[config.mk]
export PLATFORM = sky130hd
export DESIGN_NAME = utf8_fold_to_upper_ascii
export DESIGN_NICKNAME = d
export VERILOG_FILES = /design/src/rtl/core/u8fold_pkg.sv /design/src/rtl/core/u8fold_decode.sv /design/src/rtl/core/utf8_fold_to_upper_ascii.sv
export SDC_FILE = /design/constraint.sdc
export NUM_CORES = 1
export LEC_CHECK = 0
export BUFFER_PORTS_ARGS = -buffer_cell sky130_fd_sc_hd__buf_2
export CORE_MARGIN = 3
export CORE_UTILIZATION = 60
export CTS_CLUSTER_SIZE = 40
export DETAILED_ROUTE_END_ITERATION = 12
export GPL_ROUTABILITY_DRIVEN = 0
export HOLD_SLACK_MARGIN = 0.02
export PLACE_DENSITY = 0.83
export SETUP_SLACK_MARGIN = 0.1
export SYNTH_ARGS = -nofsm -noshare
export SYNTH_HDL_FRONTEND = slang
export SYNTH_SLANG_ARGS = --single-unit
export TNS_END_PERCENT = 1
[constraint.sdc]
create_clock -name clk -period 5.5 [get_ports clk]
set_clock_uncertainty 0.15 [all_clocks]
set_input_delay 0.275 -clock clk [delete_from_list [all_inputs] [get_ports clk]]
set_output_delay 0.275 -clock clk [all_outputs]
set_load 0.02 [all_outputs]
[src/rtl/core/u8fold_pkg.sv]
// Shared types, codes and fold tables for the UTF-8 to upper-case ASCII fold.
// Used by u8fold_decode and utf8_fold_to_upper_ascii; no dependencies.
`timescale 1ns / 1ps

package u8fold_pkg;

    localparam int unsigned MAX_CAPACITY = 256;
    localparam int unsigned LIM_W        = 17;
    localparam int unsigned CAP_W        = 9;
    localparam logic [CAP_W-1:0] CAP_RESET = 9'd256;

    localparam logic [1:0] LEAD_NONE = 2'd0;
    localparam logic [1:0] LEAD_C3   = 2'd1;
    localparam logic [1:0] LEAD_C4   = 2'd2;
    localparam logic [1:0] LEAD_C5   = 2'd3;

    localparam logic KIND_CHAR = 1'b0;
    localparam logic KIND_END  = 1'b1;

    localparam logic [7:0] BYTE_NUL    = 8'h00;
    localparam logic [7:0] BYTE_C3     = 8'hC3;
    localparam logic [7:0] BYTE_C4     = 8'hC4;
    localparam logic [7:0] BYTE_C5     = 8'hC5;
    localparam logic [7:0] BYTE_SHARP  = 8'h9F;
    localparam logic [7:0] CONT_MASK   = 8'hC0;
    localparam logic [7:0] CONT_CODE   = 8'h80;
    localparam logic [7:0] CASE_OFFSET = 8'h20;
    localparam logic [7:0] FIRST_PRINT = 8'h20;
    localparam logic [7:0] LOWER_A     = 8'h61;
    localparam logic [7:0] LOWER_Z     = 8'h7A;

    localparam logic [7:0] CH_A = 8'h41;
    localparam logic [7:0] CH_C = 8'h43;
    localparam logic [7:0] CH_E = 8'h45;
    localparam logic [7:0] CH_I = 8'h49;
    localparam logic [7:0] CH_L = 8'h4C;
    localparam logic [7:0] CH_N = 8'h4E;
    localparam logic [7:0] CH_O = 8'h4F;
    localparam logic [7:0] CH_S = 8'h53;
    localparam logic [7:0] CH_U = 8'h55;
    localparam logic [7:0] CH_Z = 8'h5A;
    localparam logic [7:0] CH_Q = 8'h3F;

    typedef struct packed {
        logic [1:0] pending_lead;
        logic       skipping_tail;
        logic [7:0] written_count;
    } u8fold_state_t;

    typedef struct packed {
        logic       item_kind;
        logic [7:0] out_char;
        logic [7:0] char_count;
        logic       run_last;
    } u8fold_res_t;

    function automatic logic [7:0] fold_c3(input logic [7:0] b);
        logic [7:0] ch;
        case (b) inside
            [8'h80:8'h85], 8'hA4: ch = CH_A;
            [8'h88:8'h8B]:        ch = CH_E;
            [8'h8C:8'h8F]:        ch = CH_I;
            [8'h92:8'h98], 8'hB6: ch = CH_O;
            [8'h99:8'h9C], 8'hBC: ch = CH_U;
            default:              ch = CH_Q;
        endcase
        return ch;
    endfunction

    function automatic logic [7:0] fold_c4(input logic [7:0] b);
        logic [7:0] ch;
        case (b) inside
            8'h84, 8'h85: ch = CH_A;
            8'h86, 8'h87: ch = CH_C;
            8'h98, 8'h99: ch = CH_E;
            default:      ch = CH_Q;
        endcase
        return ch;
    endfunction

    function automatic logic [7:0] fold_c5(input logic [7:0] b);
        logic [7:0] ch;
        case (b) inside
            8'h81, 8'h82:  ch = CH_L;
            8'h83, 8'h84:  ch = CH_N;
            8'h9A, 8'h9B:  ch = CH_S;
            [8'hB9:8'hBC]: ch = CH_Z;
            default:       ch = CH_Q;
        endcase
        return ch;
    endfunction

endpackage

[src/rtl/core/u8fold_decode.sv]
// Per-byte decode: next state and up to two result beats for one text byte.
// Depends on u8fold_pkg.
`timescale 1ns / 1ps

module u8fold_decode (
    input  logic [7:0]                       text_byte,
    input  u8fold_pkg::u8fold_state_t        state_cur,
    input  logic [u8fold_pkg::LIM_W-1:0]     limit,
    output u8fold_pkg::u8fold_state_t        state_nxt,
    output logic [1:0]                       res_cnt,
    output u8fold_pkg::u8fold_res_t          res0,
    output u8fold_pkg::u8fold_res_t          res1
);
    import u8fold_pkg::*;

    logic [7:0]       c;
    logic [LIM_W-1:0] c1_ext;
    logic [LIM_W-1:0] c2_ext;
    logic             ok1;
    logic             ok2;
    logic [1:0]       want;
    logic [7:0]       ch;
    logic             with_end;
    logic [1:0]       n_chr;
    logic [7:0]       end_count;

    assign c      = state_cur.written_count;
    assign c1_ext = LIM_W'(c) + LIM_W'(1);
    assign c2_ext = LIM_W'(c) + LIM_W'(2);
    assign ok1    = (c != 8'hFF) && (c1_ext < limit);
    assign ok2    = ok1 && (c != 8'hFE) && (c2_ext < limit);

    always_comb
    begin
        state_nxt = state_cur;
        want      = 2'd0;
        ch        = CH_Q;
        with_end  = 1'b0;
        if (text_byte == BYTE_NUL)
        begin
            with_end  = 1'b1;
            want      = (state_cur.pending_lead != LEAD_NONE) ? 2'd1 : 2'd0;
            state_nxt = '0;
        end
        else if (state_cur.pending_lead != LEAD_NONE)
        begin
            state_nxt.pending_lead = LEAD_NONE;
            want = 2'd1;
            case (state_cur.pending_lead)
                LEAD_C3:
                begin
                    if (text_byte == BYTE_SHARP)
                    begin
                        want = 2'd2;
                        ch   = CH_S;
                    end
                    else
                    begin
                        ch = fold_c3(text_byte);
                    end
                end
                LEAD_C4: ch = fold_c4(text_byte);
                default: ch = fold_c5(text_byte);
            endcase
        end
        else if (state_cur.skipping_tail && ((text_byte & CONT_MASK) == CONT_CODE))
        begin
            want = 2'd0;
        end
        else
        begin
            state_nxt.skipping_tail = 1'b0;
            if (text_byte < CONT_CODE)
            begin
                if (text_byte >= LOWER_A && text_byte <= LOWER_Z)
                begin
                    want = 2'd1;
                    ch   = text_byte - CASE_OFFSET;
                end
                else if (text_byte >= FIRST_PRINT)
                begin
                    want = 2'd1;
                    ch   = text_byte;
                end
            end
            else if (text_byte == BYTE_C3)
            begin
                state_nxt.pending_lead = LEAD_C3;
            end
            else if (text_byte == BYTE_C4)
            begin
                state_nxt.pending_lead = LEAD_C4;
            end
            else if (text_byte == BYTE_C5)
            begin
                state_nxt.pending_lead = LEAD_C5;
            end
            else
            begin
                want = 2'd1;
                state_nxt.skipping_tail = 1'b1;
            end
        end

        if (want == 2'd2 && ok2)
            n_chr = 2'd2;
        else if (want != 2'd0 && ok1)
            n_chr = 2'd1;
        else
            n_chr = 2'd0;

        end_count = c + 8'(n_chr);
        if (text_byte != BYTE_NUL)
            state_nxt.written_count = end_count;

        res_cnt = n_chr + 2'(with_end);

        res0.item_kind  = KIND_CHAR;
        res0.out_char   = ch;
        res0.char_count = c + 8'd1;
        res0.run_last   = (res_cnt == 2'd1);
        if (n_chr == 2'd0)
        begin
            res0.item_kind  = KIND_END;
            res0.out_char   = BYTE_NUL;
            res0.char_count = end_count;
        end

        res1.item_kind  = KIND_CHAR;
        res1.out_char   = ch;
        res1.char_count = c + 8'd2;
        res1.run_last   = 1'b1;
        if (n_chr != 2'd2)
        begin
            res1.item_kind  = KIND_END;
            res1.out_char   = BYTE_NUL;
            res1.char_count = end_count;
        end
    end

endmodule

[src/rtl/core/utf8_fold_to_upper_ascii.sv]
// Top level of the UTF-8 to upper-case ASCII fold: state, result queue, config.
// Depends on u8fold_pkg and u8fold_decode.
`timescale 1ns / 1ps
//
//  channel   dir  beat contents (low bit first)
//  s_axis    in   tdata[7:0] text_byte
//  m_axis    out  tdata[7:0] out_char, [15:8] char_count; tuser item_kind; tlast run_last
//  cfg       in   cfg_wr_data[8:0] buffer_capacity, written when cfg_wr_en is high
//
//  One input beat per cycle while s_axis_tready is high; each byte is decoded in the
//  cycle it is taken into a two-entry result queue, which drains one beat per cycle
//  while m_axis_tready is high. A byte giving two results (sharp s, or lead byte before
//  terminator) holds s_axis_tready low while both queue entries are full.
//  Reset clears the decode state, empties the queue and sets capacity to 256.
//  m_axis stalls hold the queue; s_axis takes a byte while the last queued beat leaves.

module utf8_fold_to_upper_ascii (
    input  logic        clk,
    input  logic        rst_n,
    input  logic        s_axis_tvalid,
    output logic        s_axis_tready,
    input  logic [7:0]  s_axis_tdata,   // [7:0] text_byte
    output logic        m_axis_tvalid,
    input  logic        m_axis_tready,
    output logic [15:0] m_axis_tdata,   // [7:0] out_char, [15:8] char_count
    output logic        m_axis_tuser,   // [0] item_kind
    output logic        m_axis_tlast,
    input  logic        cfg_wr_en,
    input  logic [u8fold_pkg::CAP_W-1:0] cfg_wr_data
);
    import u8fold_pkg::*;

    logic [CAP_W-1:0] cap_reg;
    u8fold_state_t    state_reg;
    u8fold_state_t    state_next;
    u8fold_res_t      slot0_reg;
    u8fold_res_t      slot0_next;
    u8fold_res_t      slot1_reg;
    u8fold_res_t      slot1_next;
    logic [1:0]       cnt_reg;
    logic [1:0]       cnt_next;

    logic [LIM_W-1:0] limit;
    u8fold_state_t    dec_state;
    logic [1:0]       dec_cnt;
    u8fold_res_t      dec_res0;
    u8fold_res_t      dec_res1;
    logic             push;
    logic             pop;

    assign limit = (LIM_W'(cap_reg) > LIM_W'(MAX_CAPACITY)) ? LIM_W'(MAX_CAPACITY)
                                                            : LIM_W'(cap_reg);

    u8fold_decode u_decode (
        .text_byte (s_axis_tdata),
        .state_cur (state_reg),
        .limit     (limit),
        .state_nxt (dec_state),
        .res_cnt   (dec_cnt),
        .res0      (dec_res0),
        .res1      (dec_res1)
    );

    assign m_axis_tvalid = (cnt_reg != 2'd0);
    assign s_axis_tready = (cnt_reg == 2'd0) || ((cnt_reg == 2'd1) && m_axis_tready);
    assign push          = s_axis_tvalid && s_axis_tready;
    assign pop           = m_axis_tvalid && m_axis_tready;

    assign m_axis_tdata  = {slot0_reg.char_count, slot0_reg.out_char};
    assign m_axis_tuser  = slot0_reg.item_kind;
    assign m_axis_tlast  = slot0_reg.run_last;

    always_comb
    begin
        state_next = state_reg;
        slot0_next = slot0_reg;
        slot1_next = slot1_reg;
        cnt_next   = cnt_reg;
        if (push)
        begin
            state_next = dec_state;
            slot0_next = dec_res0;
            slot1_next = dec_res1;
            cnt_next   = dec_cnt;
        end
        else if (pop)
        begin
            slot0_next = slot1_reg;
            cnt_next   = cnt_reg - 2'd1;
        end
    end

    always_ff @(posedge clk or negedge rst_n)
    begin
        if (!rst_n)
        begin
            cap_reg   <= CAP_RESET;
            state_reg <= '0;
            cnt_reg   <= 2'd0;
        end
        else
        begin
            if (cfg_wr_en)
                cap_reg <= cfg_wr_data;
            state_reg <= state_next;
            cnt_reg   <= cnt_next;
        end
    end

    always_ff @(posedge clk)
    begin
        slot0_reg <= slot0_next;
        slot1_reg <= slot1_next;
    end

    a_no_accept_when_full: assert property (@(posedge clk) disable iff (!rst_n)
        !(s_axis_tready && (cnt_reg == 2'd2)))
        else $error("input taken with result queue full");

    a_end_is_last: assert property (@(posedge clk) disable iff (!rst_n)
        (m_axis_tvalid && (m_axis_tuser == KIND_END)) |-> m_axis_tlast)
        else $error("end beat without tlast");

    a_char_count_nonzero: assert property (@(posedge clk) disable iff (!rst_n)
        (m_axis_tvalid && (m_axis_tuser == KIND_CHAR)) |-> (m_axis_tdata[15:8] != 8'd0))
        else $error("character beat with zero count");

    a_nul_clears_state: assert property (@(posedge clk) disable iff (!rst_n)
        (push && (s_axis_tdata == BYTE_NUL)) |=> (state_reg == '0))
        else $error("terminator left decode state set");

endmodule

==> results.toml <==
[run_status]
status = "completed"

[final_layout]
areaGrowthSynthToFinish_pct = 10.55
n_antenna_cell = 0
drive_above_1_share = 0.1784
final_cell_mix = "45 x nand2_1, 41 x buf_2, 35 x nor2_1, 35 x edfxtp_1, 30 x ha_1"
nets = 530
largest_reg_flops = 17
fin_cells = 559
final_common_cell = "nand2_1"

[timing]
setup_viol = 0
fin_tns_setup_ns = 0
timing.hold.ws_ns = 0.03322
rsz0062_at_grt = "no"
hold_viol_final = 0
max_freq_ghz = 0.2065
finalMaxSlewViolations = 0
setup_ws_ns = 0.6563
worst_pin_slew_ns = 0.9122
period_share = 0.8807
maxSlewHeadroom = 0.3872
fin_crit_ns = 4.844

[worst_setup_path]
crit_type = "reg -> reg"
critPathLaunch = "state_reg[0]"
cp_max_fo = 13
crit_path_end_kind = "register"
cp.required_ns = 5.55
critPathLaunchType = "register"
r2r-start = "state_reg[0]"
arrival_ns = 4.89

[die]
die_w_um = 89.30
num_rows = 29
ios = 42
start_util = 0.6374
dieHeight_um = 89.30
fp.coreArea_mm2 = 0.006531
die-area_mm2 = 0.007974

[placed_design]
preCtsSetupSlack_ns = 0.6474
port-buffer-count = 41
dp_cells = 536
dp_hpwl_um = 6784

[detailed_routing]
vias = 3570
viasPerCell = 6.386
drt_iter0_markers = 346
post_drt_wl_per_cell_um = 17.04
first_pass_iters = 5
drcViolationCount = 0
ant_nets = 0
finalWirelength_um = 9526

[synth]
syn_avg_cell_area_um2 = 9.376
synth_top_family_by_area = "simple AND/OR/NAND/NOR gates"
async_flop_share = 0.3860
synth_simple_gate_area_share = 0.1894
muxShareOfSynthArea = 0.06252
synth_cell_types = 70
synth_xor_area_frac = 0.03577
synth-edff-count = 35
synth_nets = 497
syn_inst = 444
synth-main-ff-cell = "edfxtp_1"
yosysTopAreaCellShare = 0.2525
synth_area_mm2 = 0.004163
synth_fa_ha_area_frac = 0.09498
synth_top_area_cell = "edfxtp_1"
synth_compound_area_frac = 0.1764
ys.warnings.count = 0
yosys_register_bits = 57
seq_area_frac_synth = 0.3850
synth_area_leaders = "edfxtp_1 25%, dfrtp_1 13%, ha_1 9.0%, mux2_2 4.3%, nand2_1 4.1%"

[pwr]
finalPower_mw = 2.042
switching_share = 0.4180
seqPwrFrac = 0.337
p_leak_nw = 1.951
ir_drop_mv = 0.2177
pwr-share-comb = 0.475
clkPwrFrac = 0.187
power_density_mw_per_mm2 = 443.7
p_switching_mw = 0.8536
power.internal_mw = 1.188

[clocking]
h-tree-depth = 3
cts_sinks = 57
cts_buffer_depth = 2
post_cts_buffers = 0
root_buffer = "clkbuf_8"
numCtsBuffers = 9
clkLatencyLatePin_ns = 0.34
clk_pin_slew_ns = 0.07
cts_tree = "built"

[flow_run]
maxCapViolCount = 0

[grt]
grt_pass1_vias = 3206
grt_pass1_wl_um = 15740
overflow = 0
antenna_found_initial = 0
grt_util_all_layers = 0.2567
grt_max_degree = 39

[worst_hold_path]
hp-start = "cfg_wr_data[0]"
hp-class = "in -> reg"
[worst max-delay path, cell delays in order (launching register included)]
cell      delay (ns)
dfrtp_1         0.49
ha_1            0.24
nand3_1         0.21
nor2_1          0.21
xor2_1          0.24
ha_1            0.28
a211oi_1        0.24
o211ai_1        0.11
a211oi_1        0.24
buf_4           0.20
nand2_2         0.20
a21oi_1         0.26
ha_1            0.21
inv_1           0.06
fa_1            0.43
inv_1           0.10
nand3_1         0.16
nor2_1          0.16
xor2_1          0.26
mux2i_1         0.12
o21ai_1         0.13
[cells by family (layout without fill, tap and decap cells)]
group | count (synthesis) | count (layout)
mux | 24 | 24
other cells | 1 | 1
fa+ha+maj | 31 | 31
flops | 57 | 57
simple gates | 154 | 154
xor+xnor | 17 | 17
compound gates | 109 | 109
buf+inv | 51 | 89
[cell usage after synthesis (3+ instances only)]
cell type	number
nor3_1	5
o2111ai_1	3
nand2b_1	10
a22o_1	6
mux2_2	16
ha_1	30
o21ai_1	4
o31ai_1	4
a31oi_1	3
nor3b_1	3
inv_1	21
or2_2	5
a21oi_1	21
a211o_1	3
xnor2_1	7
nand4_1	8
nand3_1	17
mux2i_1	8
nand2_1	45
and3_1	4
a211oi_1	10
clkbuf_1	21
xor2_1	10
edfxtp_1	35
nor2_1	35
o21ai_0	28
a21o_1	4
dfrtp_1	21
[metal layers]
metal,global-route usage,vias up,wire (um),share of wire
li1,-,1695,-,-
met1,0.3717,1642,4234,0.44
met2,0.3717,201,4185,0.44
met3,0.07005,32,897,0.094
met4,0.08660,0,209,0.022
met5,0,-,0,0
[power by group through the flow]
stage / Combinational (mW) / Sequential [mW] / Clock [mW]
CTS: 0.956 / 0.686 / 0.387
floorplan: 0.644 / 0.734 / 0
finish: 0.970 / 0.689 / 0.383
detailed placement: 0.936 / 0.695 / 0
global placement: 0.918 / 0.688 / 0
global route: 1.07 / 0.701 / 0.405
[layout make-up]
type,instances,area (um2)
tap,77,96.34
fill,527,1929
sequential,57,1604
multi-input combinational,336,2331
timing repair buffer,51,297.8
clock buffer,13,148.9
clock inverter,3,41.29
inverter,22,82.58
[metrics by stage]
stage / util / instance area, um2
5_1_grt: 0.7046 / 4602
6_report: 0.7046 / 4602
3_5_place_dp: 0.6646 / 4340
3_3_place_gp: 0.6646 / 4340
4_1_cts: 0.7044 / 4601
2_1_floorplan: - / 4163
[worst paths after layout]
kind | cells after the start | end | slack [ns]
min in group asynchronous | 2 | state_reg[6] | 0.30
worst min register to register | 1 | cap_reg[3] | 0.36
worst max-delay path | 20 | m_axis_tdata[14] | 0.66
worst min-delay path | 2 | cap_reg[0] | 0.03
worst max register to register | 20 | m_axis_tdata[14] | 0.66
max in group asynchronous | 2 | state_reg[2] | 4.50
[timing repair]
item	in CTS	in global routing
resized for setup	0	1
hold buffers	7	0
hold endpoints to repair	27	0
setup endpoints to repair	0	1
Power figures use the tool's default switching activity.
